File: src/rtl/ray_triangle_intersect_core_macros.svh
// ============================================================================
// Assertion macros for the ray/triangle intersection core
// Shared concurrent assertion forms, clocked on clk and disabled in reset.
// ============================================================================
`ifndef RAY_TRIANGLE_INTERSECT_CORE_MACROS_SVH
`define RAY_TRIANGLE_INTERSECT_CORE_MACROS_SVH

// Consequent must hold in the same cycle as the antecedent.
`define RTIC_ASSERT_NOW(name, ante, cons, msg) \
    name: assert property (@(posedge clk) disable iff (!rst_n) (ante) |-> (cons)) \
        else $error(msg);

// Consequent must hold in the cycle after the antecedent.
`define RTIC_ASSERT_NEXT(name, ante, cons, msg) \
    name: assert property (@(posedge clk) disable iff (!rst_n) (ante) |=> (cons)) \
        else $error(msg);

`endif

File: src/rtl/rtic_pkg.sv
// ============================================================================
// rtic_pkg
// Types, micro-operation codes, register file map and the micro-program of
// the ray/triangle intersection core.
// ============================================================================
package rtic_pkg;

    localparam int ADDR_W   = 6;
    localparam int PC_W     = 7;
    localparam int PROG_LEN = 114;
    localparam int COPY_W   = 4;
    localparam logic [COPY_W-1:0] COPY_LAST = 4'd14;

    localparam int DIST_BITS    = 32;
    localparam int HIT_DIV_BITS = 41;
    localparam int HIT_FRAC     = 8;
    localparam int DIV_CNT_W    = 6;
    localparam int HIT_SUM_W    = 43;
    localparam logic signed [HIT_SUM_W-1:0] HIT_MAX = 43'sh07F_FFFF_FFFF;
    localparam logic signed [HIT_SUM_W-1:0] HIT_MIN = 43'sh780_0000_0000;

    localparam logic [2:0] OP_SUB   = 3'd0;
    localparam logic [2:0] OP_ABS   = 3'd1;
    localparam logic [2:0] OP_MULC  = 3'd2;
    localparam logic [2:0] OP_MULA  = 3'd3;
    localparam logic [2:0] OP_MULS  = 3'd4;
    localparam logic [2:0] OP_STORE = 3'd5;
    localparam logic [2:0] OP_DIV   = 3'd6;
    localparam logic [2:0] OP_END   = 3'd7;

    localparam logic [2:0] TAG_NONE = 3'd0;
    localparam logic [2:0] TAG_DEN  = 3'd1;
    localparam logic [2:0] TAG_NUM  = 3'd2;
    localparam logic [2:0] TAG_TV   = 3'd3;
    localparam logic [2:0] TAG_DIST = 3'd4;
    localparam logic [2:0] TAG_HX   = 3'd5;
    localparam logic [2:0] TAG_HY   = 3'd6;
    localparam logic [2:0] TAG_HZ   = 3'd7;

    localparam logic [1:0] OUTCOME_HIT      = 2'd0;
    localparam logic [1:0] OUTCOME_PARALLEL = 2'd1;
    localparam logic [1:0] OUTCOME_BEHIND   = 2'd2;
    localparam logic [1:0] OUTCOME_OUTSIDE  = 2'd3;

    localparam int A_V    = 0;
    localparam int A_O    = 9;
    localparam int A_D    = 12;
    localparam int A_E    = 15;
    localparam int A_N    = 24;
    localparam int A_M    = 27;
    localparam int A_T    = 36;
    localparam int A_DEN  = 39;
    localparam int A_NUM  = 40;
    localparam int A_R    = 41;
    localparam int A_DM   = 44;
    localparam int A_RM   = 47;
    localparam int A_AN   = 50;
    localparam int A_AD   = 51;
    localparam int A_ABSD = 52;
    localparam int A_P    = 55;

    typedef struct packed {
        logic              operation;
        logic [1:0]        vertex_slot;
        logic signed [15:0] vert_x;
        logic signed [15:0] vert_y;
        logic signed [15:0] vert_z;
        logic signed [15:0] origin_x;
        logic signed [15:0] origin_y;
        logic signed [15:0] origin_z;
        logic signed [15:0] dir_x;
        logic signed [15:0] dir_y;
        logic signed [15:0] dir_z;
    } req_t;

    typedef struct packed {
        logic              hit;
        logic [1:0]        outcome;
        logic [31:0]       distance;
        logic signed [39:0] hit_x;
        logic signed [39:0] hit_y;
        logic signed [39:0] hit_z;
    } rsp_t;

    typedef struct packed {
        logic [2:0]        op;
        logic [ADDR_W-1:0] a;
        logic [ADDR_W-1:0] b;
        logic [ADDR_W-1:0] dst;
        logic [2:0]        tag;
    } uop_t;

    typedef uop_t [PROG_LEN-1:0] prog_t;

    typedef struct packed {
        logic              load_vertex;
        logic              load_ray;
        logic              copy_en;
        logic [COPY_W-1:0] copy_idx;
        logic [ADDR_W-1:0] rd_a;
        logic [ADDR_W-1:0] rd_b;
        logic              exec;
        uop_t              uop;
        logic              mul_step;
        logic              div_step;
        logic              div_commit;
        logic              finish;
    } cmd_t;

    typedef struct packed {
        logic mul_done;
        logic div_done;
    } status_t;

    function automatic uop_t mk(input logic [2:0] op, input int a, input int b,
                                input int dst, input logic [2:0] tag);
        uop_t u;
        u.op  = op;
        u.a   = ADDR_W'(a);
        u.b   = ADDR_W'(b);
        u.dst = ADDR_W'(dst);
        u.tag = tag;
        return u;
    endfunction

    function automatic prog_t build_prog();
        prog_t p;
        int    k;
        int    u;
        int    v;
        int    w;
        p = '0;
        k = 0;
        for (int i = 0; i < 3; i++)
        begin
            for (int a = 0; a < 3; a++)
            begin
                p[k] = mk(OP_SUB, A_V + 3*((i+1)%3) + a, A_V + 3*i + a, A_E + 3*i + a,
                          TAG_NONE);
                k++;
            end
        end
        for (int j = 0; j < 4; j++)
        begin
            if (j == 0)
            begin
                u = A_E + 6;
                v = A_E;
                w = A_N;
            end
            else
            begin
                u = A_N;
                v = A_E + 3*(j-1);
                w = A_M + 3*(j-1);
            end
            for (int c = 0; c < 3; c++)
            begin
                p[k] = mk(OP_MULC, u + (c+1)%3, v + (c+2)%3, 0, TAG_NONE);
                k++;
                p[k] = mk(OP_MULS, u + (c+2)%3, v + (c+1)%3, 0, TAG_NONE);
                k++;
                p[k] = mk(OP_STORE, 0, 0, w + c, TAG_NONE);
                k++;
            end
        end
        p[k] = mk(OP_MULC, A_N, A_D, 0, TAG_NONE);
        k++;
        p[k] = mk(OP_MULA, A_N + 1, A_D + 1, 0, TAG_NONE);
        k++;
        p[k] = mk(OP_MULA, A_N + 2, A_D + 2, 0, TAG_NONE);
        k++;
        p[k] = mk(OP_STORE, 0, 0, A_DEN, TAG_DEN);
        k++;
        for (int a = 0; a < 3; a++)
        begin
            p[k] = mk(OP_SUB, A_V + a, A_O + a, A_T + a, TAG_NONE);
            k++;
        end
        p[k] = mk(OP_MULC, A_N, A_T, 0, TAG_NONE);
        k++;
        p[k] = mk(OP_MULA, A_N + 1, A_T + 1, 0, TAG_NONE);
        k++;
        p[k] = mk(OP_MULA, A_N + 2, A_T + 2, 0, TAG_NONE);
        k++;
        p[k] = mk(OP_STORE, 0, 0, A_NUM, TAG_NUM);
        k++;
        for (int i = 0; i < 3; i++)
        begin
            for (int a = 0; a < 3; a++)
            begin
                p[k] = mk(OP_SUB, A_O + a, A_V + 3*i + a, A_R + a, TAG_NONE);
                k++;
            end
            for (int a = 0; a < 3; a++)
            begin
                p[k] = mk((a == 0) ? OP_MULC : OP_MULA, A_M + 3*i + a, A_R + a, 0, TAG_NONE);
                k++;
            end
            p[k] = mk(OP_STORE, 0, 0, A_RM + i, TAG_NONE);
            k++;
            for (int a = 0; a < 3; a++)
            begin
                p[k] = mk((a == 0) ? OP_MULC : OP_MULA, A_M + 3*i + a, A_D + a, 0, TAG_NONE);
                k++;
            end
            p[k] = mk(OP_STORE, 0, 0, A_DM + i, TAG_NONE);
            k++;
            p[k] = mk(OP_MULC, A_RM + i, A_DEN, 0, TAG_NONE);
            k++;
            p[k] = mk(OP_MULA, A_DM + i, A_NUM, 0, TAG_NONE);
            k++;
            p[k] = mk(OP_STORE, 0, 0, A_P, TAG_TV);
            k++;
        end
        p[k] = mk(OP_ABS, A_NUM, 0, A_AN, TAG_NONE);
        k++;
        p[k] = mk(OP_ABS, A_DEN, 0, A_AD, TAG_NONE);
        k++;
        p[k] = mk(OP_DIV, A_AN, A_AD, 0, TAG_DIST);
        k++;
        for (int a = 0; a < 3; a++)
        begin
            p[k] = mk(OP_ABS, A_D + a, 0, A_ABSD + a, TAG_NONE);
            k++;
            p[k] = mk(OP_MULC, A_AN, A_ABSD + a, 0, TAG_NONE);
            k++;
            p[k] = mk(OP_STORE, 0, 0, A_P + a, TAG_NONE);
            k++;
            p[k] = mk(OP_DIV, A_P + a, A_AD, 0, TAG_HX + 3'(a));
            k++;
        end
        p[k] = mk(OP_END, 0, 0, 0, TAG_NONE);
        return p;
    endfunction

    localparam prog_t PROG = build_prog();

endpackage

File: src/rtl/rtic_controller.sv
// ============================================================================
// rtic_controller
// Handshake control and micro-program sequencer of the intersection core.
// ============================================================================
module rtic_controller
(
    input  logic             clk,
    input  logic             rst_n,
    input  logic             req_valid,
    input  logic             operation,
    output logic             req_stall,
    output logic             rsp_valid,
    input  logic             rsp_stall,
    output rtic_pkg::cmd_t   cmd,
    input  rtic_pkg::status_t status
);

    localparam logic [2:0] S_IDLE   = 3'd0;
    localparam logic [2:0] S_COPY   = 3'd1;
    localparam logic [2:0] S_FETCH  = 3'd2;
    localparam logic [2:0] S_EXEC   = 3'd3;
    localparam logic [2:0] S_MUL    = 3'd4;
    localparam logic [2:0] S_DIV    = 3'd5;
    localparam logic [2:0] S_FINISH = 3'd6;

    logic [2:0]                    state_reg;
    logic [2:0]                    state_next;
    logic [rtic_pkg::PC_W-1:0]     pc_reg;
    logic [rtic_pkg::PC_W-1:0]     pc_next;
    logic [rtic_pkg::COPY_W-1:0]   copy_reg;
    logic [rtic_pkg::COPY_W-1:0]   copy_next;
    logic                          rsp_valid_reg;
    logic                          rsp_valid_next;
    rtic_pkg::uop_t                uop;

    assign uop       = rtic_pkg::PROG[pc_reg];
    assign req_stall = (state_reg != S_IDLE);
    assign rsp_valid = rsp_valid_reg;

    always_comb
    begin
        cmd          = '0;
        cmd.rd_a     = uop.a;
        cmd.rd_b     = uop.b;
        cmd.uop      = uop;
        cmd.copy_idx = copy_reg;
        state_next   = state_reg;
        pc_next      = pc_reg;
        copy_next    = copy_reg;
        unique case (state_reg)
            S_IDLE:
            begin
                if (req_valid)
                begin
                    if (operation)
                    begin
                        cmd.load_ray = 1'b1;
                        copy_next    = '0;
                        state_next   = S_COPY;
                    end
                    else
                    begin
                        cmd.load_vertex = 1'b1;
                    end
                end
            end
            S_COPY:
            begin
                cmd.copy_en = 1'b1;
                if (copy_reg == rtic_pkg::COPY_LAST)
                begin
                    pc_next    = '0;
                    state_next = S_FETCH;
                end
                else
                begin
                    copy_next = copy_reg + 1'b1;
                end
            end
            S_FETCH:
            begin
                state_next = S_EXEC;
            end
            S_EXEC:
            begin
                cmd.exec = 1'b1;
                unique case (uop.op) inside
                    rtic_pkg::OP_SUB, rtic_pkg::OP_ABS, rtic_pkg::OP_STORE:
                    begin
                        pc_next    = pc_reg + 1'b1;
                        state_next = S_FETCH;
                    end
                    rtic_pkg::OP_MULC, rtic_pkg::OP_MULA, rtic_pkg::OP_MULS:
                    begin
                        state_next = S_MUL;
                    end
                    rtic_pkg::OP_DIV:
                    begin
                        state_next = S_DIV;
                    end
                    rtic_pkg::OP_END:
                    begin
                        state_next = S_FINISH;
                    end
                endcase
            end
            S_MUL:
            begin
                if (status.mul_done)
                begin
                    pc_next    = pc_reg + 1'b1;
                    state_next = S_FETCH;
                end
                else
                begin
                    cmd.mul_step = 1'b1;
                end
            end
            S_DIV:
            begin
                if (status.div_done)
                begin
                    cmd.div_commit = 1'b1;
                    pc_next        = pc_reg + 1'b1;
                    state_next     = S_FETCH;
                end
                else
                begin
                    cmd.div_step = 1'b1;
                end
            end
            S_FINISH:
            begin
                if (!rsp_valid_reg || !rsp_stall)
                begin
                    cmd.finish = 1'b1;
                    state_next = S_IDLE;
                end
            end
            default:
            begin
                state_next = S_IDLE;
            end
        endcase
    end

    always_comb
    begin
        rsp_valid_next = rsp_valid_reg;
        if (cmd.finish)
        begin
            rsp_valid_next = 1'b1;
        end
        else if (!rsp_stall)
        begin
            rsp_valid_next = 1'b0;
        end
    end

    always_ff @(posedge clk or negedge rst_n)
    begin
        if (!rst_n)
        begin
            state_reg     <= S_IDLE;
            pc_reg        <= '0;
            copy_reg      <= '0;
            rsp_valid_reg <= 1'b0;
        end
        else
        begin
            state_reg     <= state_next;
            pc_reg        <= pc_next;
            copy_reg      <= copy_next;
            rsp_valid_reg <= rsp_valid_next;
        end
    end

`include "ray_triangle_intersect_core_macros.svh"

    `RTIC_ASSERT_NOW(a_pc_in_program, (state_reg == S_FETCH) || (state_reg == S_EXEC), pc_reg < rtic_pkg::PC_W'(rtic_pkg::PROG_LEN), "Sequencer ran past the end of the program.")
    `RTIC_ASSERT_NEXT(a_cast_starts_copy, (state_reg == S_IDLE) && req_valid && operation, state_reg == S_COPY, "An accepted cast did not start the operand copy.")
    `RTIC_ASSERT_NEXT(a_div_returns, (state_reg == S_DIV) && status.div_done, (state_reg == S_FETCH) && (pc_reg == $past(pc_reg) + 1'b1), "Sequencer did not advance after a finished division.")

endmodule

File: config.mk
export PLATFORM = sky130hd
export DESIGN_NAME = rtic_controller
export DESIGN_NICKNAME = d
export VERILOG_FILES = /design/src/rtl/rtic_pkg.sv /design/src/rtl/rtic_controller.sv
export VERILOG_INCLUDE_DIRS = /design/src /design/src/rtl
export SDC_FILE = /design/constraint.sdc
export NUM_CORES = 1
export LEC_CHECK = 0
export ABC_AREA = 0
export BUFFER_PORTS_ARGS = -buffer_cell sky130_fd_sc_hd__buf_2
export CAP_MARGIN = 20
export CORE_ASPECT_RATIO = 0.9
export CORE_MARGIN = 5
export CORE_UTILIZATION = 60
export DETAILED_ROUTE_END_ITERATION = 8
export PLACE_DENSITY = 0.83
export SETUP_SLACK_MARGIN = 0.5
export SYNTH_ARGS = -nofsm -noshare
export SYNTH_HDL_FRONTEND = slang
export SYNTH_SLANG_ARGS = --single-unit
File: constraint.sdc
create_clock -name clk -period 3.7 [get_ports clk]
set_clock_uncertainty 0.1 [all_clocks]
set_input_delay 0.37 -clock clk [delete_from_list [all_inputs] [get_ports clk]]
set_output_delay 0.37 -clock clk [all_outputs]
set_load 0.02 [all_outputs]
==> run metrics <==
worst hold endpoint=rsp_valid; RSZ-0062 raised after global routing=no; period utilization=86.2%; Synth area leader=dfrtp_1; die area=0.00802 mm^2; root buf cell=clkbuf_8; Required @ worst endpoint=3.23 ns; Final Hold Vio Count=0; largest cells by area after synthesis=dfrtp_1 9.9%, nor2_1 6.4%, nand2_1 6.3%; Cell variety after synth=70; status=complete, but fails checks; predominant post-synthesis flop cell=dfrtp_1; Worst Setup Path Type=flop to primary output; clock transition at the registers of the reported paths=0.07 ns; FF-to-FF End=pc_reg[0]; syn nets=614; Synth top area share=9.88%; aggregate global routing overflow=0; Fin Setup TNS=0 ns; sequential fraction of design power=8.1%; endpoint class of the critical path=primary output; YS warnings=0; Die Width=93.9 um; Num CTS Buffers=3; clock sinks=15; vias in the first global route=4,706; failing checks=DRC; Clk network pwr share=3.4%; largest net degree at the start of global routing=95; NumNets Final=633; crit-path max FO=13; number of synthesized flops with an enable pin=0; Switch Pwr=2.63 mW; average routed wire per standard cell=24.4 um; Die Height=85.5 um; routability cong.=1.08; power density of the placed cells=990 mW/mm^2; register area share after synthesis=9.88%; HPWL after DPL=11,800 um; FILL cells=587; Final Slew Violations=0; HP Class=input port to flop; Gate power share=88.4%; switch share=62.8%; Largest register FFs=7; Tmin final=3.19 ns; worst slew pin tran=0.615 ns; GRT Total Usage=40.5%; routed vias=5,320; Placed Area=0.00402 mm^2; HP Start=rsp_stall; Netlist Area Pre-Place=0.00380 mm^2; Final Cell Area=0.00423 mm^2; share of cells above drive strength 1=21.3%; Layout Area Growth over Synthesis=11.3%; Top Ports=57; Crit path top cell by count=a31oi_1; routed wire length=16,900 um; final setup fails=0; DRC violations left=10; core area=0.00615 mm^2; Starting DRT DRC Count=1,275; initial core utilization=61.8%; antenna fix cells=0; Mapped Avg Cell Area=6.45 um^2; CP Launch Type=flop; synthesized flop and latch total=15; initial antenna violation count=0; Max VDD drop=553 uV; Detail Route Antenna Nets=0; CTS tree=done; reg2reg start=pc_reg[1]; H-tree levels=1; Max Root-Sink Buffers=2; number of port buffers=56; Register Area=384 um^2; fmax=0.314 GHz; worst path cell trace=inv_4, ha_4, and2_1, nand2_1, a31oi_1, o21ai_0, a31oi_1, buf_2; Multi-input gate area=0.00308 mm^2; drt via density=7.67; P_int=1.56 mW; slowest stage cell, crit path=dfrtp_1; relative slew slack=58.8%; R2R depth=9; Rows=27; first-pass GRT wire length=25,800 um; Post-Synthesis Cells=589; drt pass-1 iters=9; Static Leakage=1.73 nW; hold path depth=3; async set or reset register ratio after synthesis=100%; critical path's largest stage delay=0.42 ns; r2r setup slk=0.56 ns; clk_lat worst skew=0.26 ns; max-cap check violation count=0; Arr. time, crit path=2.72 ns
final cells by class:
class                      count  share of cell area [%]
inverter                      18                    1.81
timing repair buffer          86                    12.7
clock buffer                   3                   0.977
multi-input combinational    484                    72.8
clock inverter                 1                   0.118
sequential                    15                    9.09
tap                           87                    2.58
worst max-delay path: cells and delay by family, from the launching register on:
family	cells	cell delay (ns)
compound gates	3	0.71
fa+ha+maj	1	0.36
buf+inv	2	0.30
flops	1	0.42
simple gates	2	0.66
cells by family after synthesis:
group | share of synthesized area, %
flip-flops | 9.88
adder cells (fa/ha/maj) | 5.93
multiplexers | 3.10
AND/OR/NAND/NOR | 29.1
XOR/XNOR | 0.231
buffers and inverters | 11.5
AO/OA/AOI/OAI | 40.3
worst max path at each step:
stage               slack, ns         to      start
global placement         0.54  pc_reg[2]  pc_reg[1]
detailed placement       0.49  pc_reg[2]  pc_reg[1]
global route             0.50    cmd[14]  pc_reg[2]
floorplan                0.55    cmd[38]  pc_reg[0]
CTS                      0.51    cmd[11]  pc_reg[0]
finish                   0.51    cmd[36]  pc_reg[0]
metrics by stage:
stage          std cells  hold WS (ns)  power, mW  setup slack (ns)  util, %
3_5_place_dp         684         0.203       3.67             0.490     65.3
4_1_cts              691         0.325       3.86             0.506     66.9
5_1_grt              694         0.328       4.35             0.504     68.7
2_1_floorplan        589       -0.0256       2.78             0.549        -
6_report             694         0.321       4.18             0.512     68.7
3_3_place_gp         684         0.189       3.64             0.543     65.3
cells in the final DEF (no fill, tap or decap), drive strengths merged, types with 6 or more instances in the layout:
cell type	instances
a211oi	22
a21oi	43
a311oi	6
a31oi	29
and2	9
and3	7
buf	85
dfrtp	15
ha	18
inv	17
nand2	64
nand2b	9
nand3	18
nor2	65
nor2b	11
nor3	24
o211ai	9
o21ai	46
o221ai	7
o31ai	7
or2	6
or3	12
power by group through the flow:
stage	Clock [mW]	Combinational, mW	Sequential (mW)
after CTS	0.142	3.39	0.330
after floorplan	0	2.47	0.305
after global routing	0.150	3.85	0.353
after detailed placement	0	3.34	0.329
after global placement	0	3.32	0.318
final	0.144	3.70	0.339
Yosys cell counts (2+ instances only):
cell,instances
o41ai_1,4
clkbuf_1,31
o221ai_1,7
a221o_1,2
o21a_1,5
a311oi_1,6
o31a_1,2
a211oi_1,22
nand2b_1,9
a22oi_1,4
mux2i_1,5
or3_1,12
a21oi_1,43
nor2b_1,11
a211o_1,4
nand2_1,64
o31ai_1,7
dfrtp_1,15
or2_2,6
o32ai_1,4
inv_1,17
buf_1,8
nor3_1,24
o311ai_0,4
buf_4,16
nor3b_1,2
ha_1,18
and3_1,7
nor2_1,65
nand3_1,18
nand4_1,4
mux2_4,3
a311o_1,2
a221oi_1,3
buf_2,15
and2_1,8
o311a_1,2
a31oi_1,27
o21ai_0,45
o211ai_1,8
routing by layer:
layer	global-route usage [%]	part of all wire, %	up-vias
met5	0	0	-
li1	-	-	2219
met1	54.3	36	2373
met3	14.2	18	135
met4	19.9	6.4	0
met2	57.1	40	593
timing repair:
item | in CTS | in global routing
resized for setup | 10 | 24
endpoints found under the hold margin | 15 | 0
setup endpoints to repair | 22 | 30
pin swaps | 0 | 1
hold buffers | 1 | 0
buffers inserted | 2 | 3
Note: power is estimated with default switching activity, not from simulation.
